<file path="src/hdl/sae_pkg.sv">
// Shared types and constants for the stable argsort engine.
`default_nettype none
package sae_pkg;

   localparam int KEY_W             = 32;
   localparam int POS_W             = 4;
   localparam int MAX_ITEMS_DEFAULT = 16;

   typedef struct packed {
      logic                    valid;
      logic signed [KEY_W-1:0] key;
      logic [POS_W-1:0]        pos;
   } entry_type;

   typedef struct packed {
      logic load;
      logic drain;
   } cell_ctrl_type;

endpackage
`default_nettype wire

</file>
<file path="src/hdl/sae_cell.sv">
// One cell of the insertion chain: holds one sorted entry and shifts with its neighbors.
`default_nettype none
module sae_cell (
   input  logic                  clock,
   input  logic                  reset,
   input  sae_pkg::cell_ctrl_type ctrl,
   input  sae_pkg::entry_type    new_entry,
   input  sae_pkg::entry_type    left_entry,
   input  sae_pkg::entry_type    right_entry,
   input  logic                  left_ins,
   output sae_pkg::entry_type    entry,
   output logic                  ins
);
   import sae_pkg::*;

   logic                    valid_ff, valid_in;
   logic signed [KEY_W-1:0] key_ff, key_in;
   logic [POS_W-1:0]        pos_ff, pos_in;

   assign ins = !valid_ff || ($signed(key_ff) > $signed(new_entry.key));

   always_comb begin
      valid_in = valid_ff;
      key_in   = key_ff;
      pos_in   = pos_ff;
      if (ctrl.drain) begin
         valid_in = right_entry.valid;
         key_in   = right_entry.key;
         pos_in   = right_entry.pos;
      end else if (ctrl.load) begin
         if (left_ins) begin
            valid_in = left_entry.valid;
            key_in   = left_entry.key;
            pos_in   = left_entry.pos;
         end else if (ins) begin
            valid_in = new_entry.valid;
            key_in   = new_entry.key;
            pos_in   = new_entry.pos;
         end
      end
   end

   always_ff @(posedge clock) begin
      if (reset) begin
         valid_ff <= 1'b0;
      end else begin
         valid_ff <= valid_in;
      end
   end

   always_ff @(posedge clock) begin
      key_ff <= key_in;
      pos_ff <= pos_in;
   end

   assign entry.valid = valid_ff;
   assign entry.key   = key_ff;
   assign entry.pos   = pos_ff;

endmodule
`default_nettype wire

</file>
<file path="src/hdl/stable_argsort_engine.sv">
// Stable ascending argsort engine: insertion cell chain with in-order drain.
//
// Keys arrive on the req_ channel, one item per cycle while loading. Each
// accepted key is placed into a chain of MAX_ITEMS cells, where every
// cell compares its key with the incoming key, and the cells above the
// insertion point shift one place up, so the chain is always sorted. Equal
// keys stay in load order. Keys arriving while the chain is full are dropped
// and the set is flagged.
// An item with req_last_key set closes the set. From the next cycle the
// chain drains from its bottom cell on the rsp_ channel, one result per
// cycle while rsp_ready is high. req_ready is low for the whole drain; a stall
// on rsp_ready holds the chain and the presented result. rsp_last_rank marks
// the final result, after which the block takes keys of the next set at once.
// Reset empties the chain and clears the drop flag; no clearing pass is
// needed.
`default_nettype none
module stable_argsort_engine #(
   parameter int MAX_ITEMS = sae_pkg::MAX_ITEMS_DEFAULT
) (
   input  logic                             clock,
   input  logic                             reset,
   input  logic                             req_valid,
   output logic                             req_ready,
   input  logic signed [sae_pkg::KEY_W-1:0] req_key,
   input  logic                             req_last_key,
   output logic                             rsp_valid,
   input  logic                             rsp_ready,
   output logic [sae_pkg::POS_W-1:0]        rsp_rank_index,
   output logic signed [sae_pkg::KEY_W-1:0] rsp_sorted_key,
   output logic                             rsp_last_rank,
   output logic                             rsp_keys_dropped
);
   import sae_pkg::*;

   logic             drain_ff, drain_in;
   logic             overflow_ff, overflow_in;
   logic [POS_W-1:0] pos_ff, pos_in;

   entry_type        ent [MAX_ITEMS];
   logic             ins [MAX_ITEMS];
   logic [MAX_ITEMS-1:0] valid_vec;
   entry_type        new_entry;
   entry_type        empty_entry;
   cell_ctrl_type    ctrl;

   logic req_acc, rsp_acc, full, final_acc;

   assign req_ready = !drain_ff;
   assign req_acc   = req_valid && req_ready;
   assign rsp_acc   = rsp_valid && rsp_ready;
   assign full      = ent[MAX_ITEMS-1].valid;
   assign final_acc = rsp_acc && rsp_last_rank;

   assign new_entry.valid   = 1'b1;
   assign new_entry.key     = req_key;
   assign new_entry.pos     = pos_ff;
   assign empty_entry.valid = 1'b0;
   assign empty_entry.key   = '0;
   assign empty_entry.pos   = '0;

   assign ctrl.load  = req_acc && !full;
   assign ctrl.drain = rsp_acc;

   genvar g;
   generate
      for (g = 0; g < MAX_ITEMS; g++) begin : g_cell
         sae_cell u_cell (
            .clock       (clock),
            .reset       (reset),
            .ctrl        (ctrl),
            .new_entry   (new_entry),
            .left_entry  ((g == 0) ? empty_entry : ent[(g == 0) ? 0 : g-1]),
            .right_entry ((g == MAX_ITEMS-1) ? empty_entry
                          : ent[(g == MAX_ITEMS-1) ? g : g+1]),
            .left_ins    ((g == 0) ? 1'b0 : ins[(g == 0) ? 0 : g-1]),
            .entry       (ent[g]),
            .ins         (ins[g])
         );
         assign valid_vec[g] = ent[g].valid;
      end
   endgenerate

   always_comb begin
      drain_in    = drain_ff;
      overflow_in = overflow_ff;
      pos_in      = pos_ff;
      if (final_acc) begin
         drain_in    = 1'b0;
         overflow_in = 1'b0;
         pos_in      = '0;
      end else if (req_acc) begin
         if (req_last_key) begin
            drain_in = 1'b1;
         end
         if (full) begin
            overflow_in = 1'b1;
         end else begin
            pos_in = pos_ff + POS_W'(1);
         end
      end
   end

   always_ff @(posedge clock) begin
      if (reset) begin
         drain_ff    <= 1'b0;
         overflow_ff <= 1'b0;
         pos_ff      <= '0;
      end else begin
         drain_ff    <= drain_in;
         overflow_ff <= overflow_in;
         pos_ff      <= pos_in;
      end
   end

   assign rsp_valid        = drain_ff;
   assign rsp_rank_index   = ent[0].pos;
   assign rsp_sorted_key   = ent[0].key;
   assign rsp_last_rank    = !ent[1].valid;
   assign rsp_keys_dropped = overflow_ff;

   a_rsp_has_entry : assert property (@(posedge clock) disable iff (reset)
      rsp_valid |-> ent[0].valid)
      else $error("result presented from an empty chain");

   a_chain_prefix : assert property (@(posedge clock) disable iff (reset)
      ((valid_vec >> 1) & ~valid_vec) == '0)
      else $error("chain holds a gap");

   a_set_closes : assert property (@(posedge clock) disable iff (reset)
      final_acc |=> (!rsp_valid && pos_ff == '0 && !overflow_ff && valid_vec == '0))
      else $error("set not cleared after final result");

   a_drop_when_full : assert property (@(posedge clock) disable iff (reset)
      (overflow_ff && !drain_ff) |-> full)
      else $error("drop flag set while chain not full");

endmodule
`default_nettype wire

</file>
<file path="config.mk">
export PLATFORM = sky130hd
export DESIGN_NAME = stable_argsort_engine
export DESIGN_NICKNAME = d
export VERILOG_FILES = /design/src/hdl/sae_pkg.sv /design/src/hdl/sae_cell.sv /design/src/hdl/stable_argsort_engine.sv
export SDC_FILE = /design/constraint.sdc
export NUM_CORES = 2
export LEC_CHECK = 0
export BUFFER_PORTS_ARGS = -buffer_cell sky130_fd_sc_hd__buf_2
export CORE_ASPECT_RATIO = 1.5
export CORE_UTILIZATION = 34
export CTS_BUF_LIST = sky130_fd_sc_hd__clkbuf_4 sky130_fd_sc_hd__clkbuf_8
export DETAILED_ROUTE_END_ITERATION = 8
export PLACE_DENSITY_LB_ADDON = 0.15
export RECOVER_POWER = 100
export SLEW_MARGIN = 20
export SYNTH_ARGS = -nofsm -noshare
export SYNTH_HDL_FRONTEND = slang
export SYNTH_HIERARCHICAL = 1
export SYNTH_SLANG_ARGS = --single-unit
</file>
<file path="constraint.sdc">
create_clock -name clock -period 3.8 [get_ports clock]
set_clock_uncertainty 0.2 [all_clocks]
set_input_delay 0.57 -clock clock [delete_from_list [all_inputs] [get_ports clock]]
set_output_delay 0.57 -clock clock [all_outputs]
set_load 0.01 [all_outputs]
</file>
==> flow_metrics.env <==
export IMPL_nets=5375
export IMPL_cts_tree="built"
export IMPL_post_drt_wl_per_cell_um=18.5
export IMPL_gp_congestion=0.822
export IMPL_io_pins=77
export IMPL_r2r_start="g_cell[1].u_cell/key_ff[15]"
export IMPL_grt_setup_unrepaired="false"
export IMPL_grt_overflow_total=0
export IMPL_worstSetupPathType="reg -> reg"
export IMPL_drive_gt1_share_pct=9.85
export IMPL_initial_core_util_pct=34.2
export IMPL_coreArea_um2=128000
export IMPL_cp_arrival_ns=3.99
export IMPL_dpl_hpwl_um=94400
export IMPL_maxCapViolCount=1
export IMPL_clk_pin_slew_ns=0.06
export IMPL_mostFrequentLayoutCells="nand2_1, o21ai_0, mux2i_1, edfxtp_1, inv_1"
export IMPL_final_hold_viol_count=0
export IMPL_area_delta_synth_final_pct=15.2
export IMPL_root_buffer="clkbuf_8"
export IMPL_period_minus_slack_ns=3.70
export IMPL_failed_checks="max-capacitance violations, max-slew violations"
export IMPL_grt_pass1_vias=33400
export IMPL_critPathMaxFanout=12
export IMPL_final_max_slew_viol_count=39
export IMPL_cp_end_kind="register"
export IMPL_drt_first_pass_iters=5
export IMPL_final_common_cell="nand2_1"
export IMPL_slew_headroom_pct=-38.8
export IMPL_antenna_left=0
export IMPL_worstMarginPinSlew_ns=2.08
export IMPL_cts_num_sinks=598
export IMPL_hold_path_class="in -> reg"
export IMPL_cts_buffers=109
export IMPL_pwr_density_cell_nw_per_um2=430
export IMPL_whs_ns=0.119
export IMPL_fin_crit_sh_pct=97.3
export IMPL_vias=32600
export IMPL_clock_path_buffers=3
export IMPL_required_ns=4.09
export IMPL_status="finished with violations"
export IMPL_cts_htree_levels=3
export IMPL_startpoint="g_cell[1].u_cell/key_ff[15]"
export IMPL_antenna_found_initial=2
export IMPL_placed_cell_area_um2=49000
export IMPL_grt_start_max_net_pins=177
export IMPL_drt_iter0_drc=1518
export IMPL_drc=0
export IMPL_grt_usage_pct=18.8
export IMPL_avgSynthCellArea_um2=9.71
export IMPL_hold_start="req_key[30]"
export IMPL_p_leak_uw=0.0244
export IMPL_routed_wl_um=123000
export IMPL_clk_latency_ns=0.79
export IMPL_synthCells=4526
export IMPL_ys_warn_count=6
export IMPL_netlist_area_um2=43900
export IMPL_fp_dieH_um=442
export IMPL_fp_dieArea_um2=131000
export IMPL_tns_ns=0
export IMPL_rows=161
export IMPL_die_x_um=296
export IMPL_max_vdd_ir_drop_mv=0.269
export IMPL_vias_per_cell=4.93
export IMPL_setup_viol=0
export IMPL_critPathLaunchType="register"
export IMPL_max_clock_freq_ghz=0.271
export IMPL_fin_area_um2=50600
export IMPL_portBuffers=76
export IMPL_grt_pass1_wl_um=191000
export IMPL_post_route_util_pct=39.4
==> final cells by class <==
cell class / count / area [um^2]
Fill cell: 12900 / 77700
Clock buffer: 162 / 1940
Multi-Input combinational cell: 3279 / 23600
Tap cell: 1711 / 2140
Timing Repair Buffer: 306 / 3000
Antenna cell: 3 / 7.51
Inverter: 531 / 1990
Clock inverter: 36 / 214
Sequential cell: 598 / 17700
==> report_power, final <==
group          switching [uW]  internal (uW)  leakage, uW
clock network            2920           3380      0.00114
registers                 929           8750      0.00575
logic                    3280           2510       0.0175
==> registers in the layout, indices dropped and copies added (netlist names) <==
name and flops:
g_cell.u_cell/valid_ff 16, rsp_keys_dropped 1, rsp_valid 1, g_cell.u_cell/key_ff 512
pos_ff 4, g_cell.u_cell/pos_ff 64
==> worst max-delay path: stages (launching register included) <==
cell,delay [ns]
edfxtp_1,0.42
ha_1,0.35
nand4_1,0.17
nor4_1,0.83
a21boi_0,0.31
o41a_1,0.23
o211ai_1,0.13
nand2_2,0.16
buf_12,0.17
clkbuf_4,0.15
mux2i_1,0.17
o21ai_0,0.09
==> repair_timing <==
action	4_1_cts	5_1_grt
hold buffers	3	0
hold endpoints to repair	3	0
setup buffers	0	0
gates resized for setup	0	0
==> per-layer routing <==
metal,vias up,wire (um),GRT usage (%)
met2,482,65500,35.1
met3,187,3190,2.18
met4,0,4100,7.06
met5,-,0,0
li1,16900,-,-
met1,15100,50000,21.4
==> final timing paths <==
| check | end | slack [ns] | cells after the start |
|---|---|---|---|
| setup reg to reg | g_cell[2].u_cell/key_ff[10] | 0.10 | 11 |
| setup / recovery | g_cell[2].u_cell/key_ff[10] | 0.10 | 11 |
| hold / removal | g_cell[1].u_cell/key_ff[30] | 0.12 | 3 |
| hold reg to reg | rsp_keys_dropped | 0.28 | 2 |
==> stage by stage <==
stage          power [uW]  setup WS, ns  std cells
2_1_floorplan       13300         0.258       4616
3_5_place_dp        15800        -0.386       6422
3_3_place_gp        15700        -0.351       6422
5_1_grt             23200        0.0227       6626
6_report            21800         0.104       6626
4_1_cts             22300         0.107       6623
Note: power is estimated with default switching activity, not from simulation.
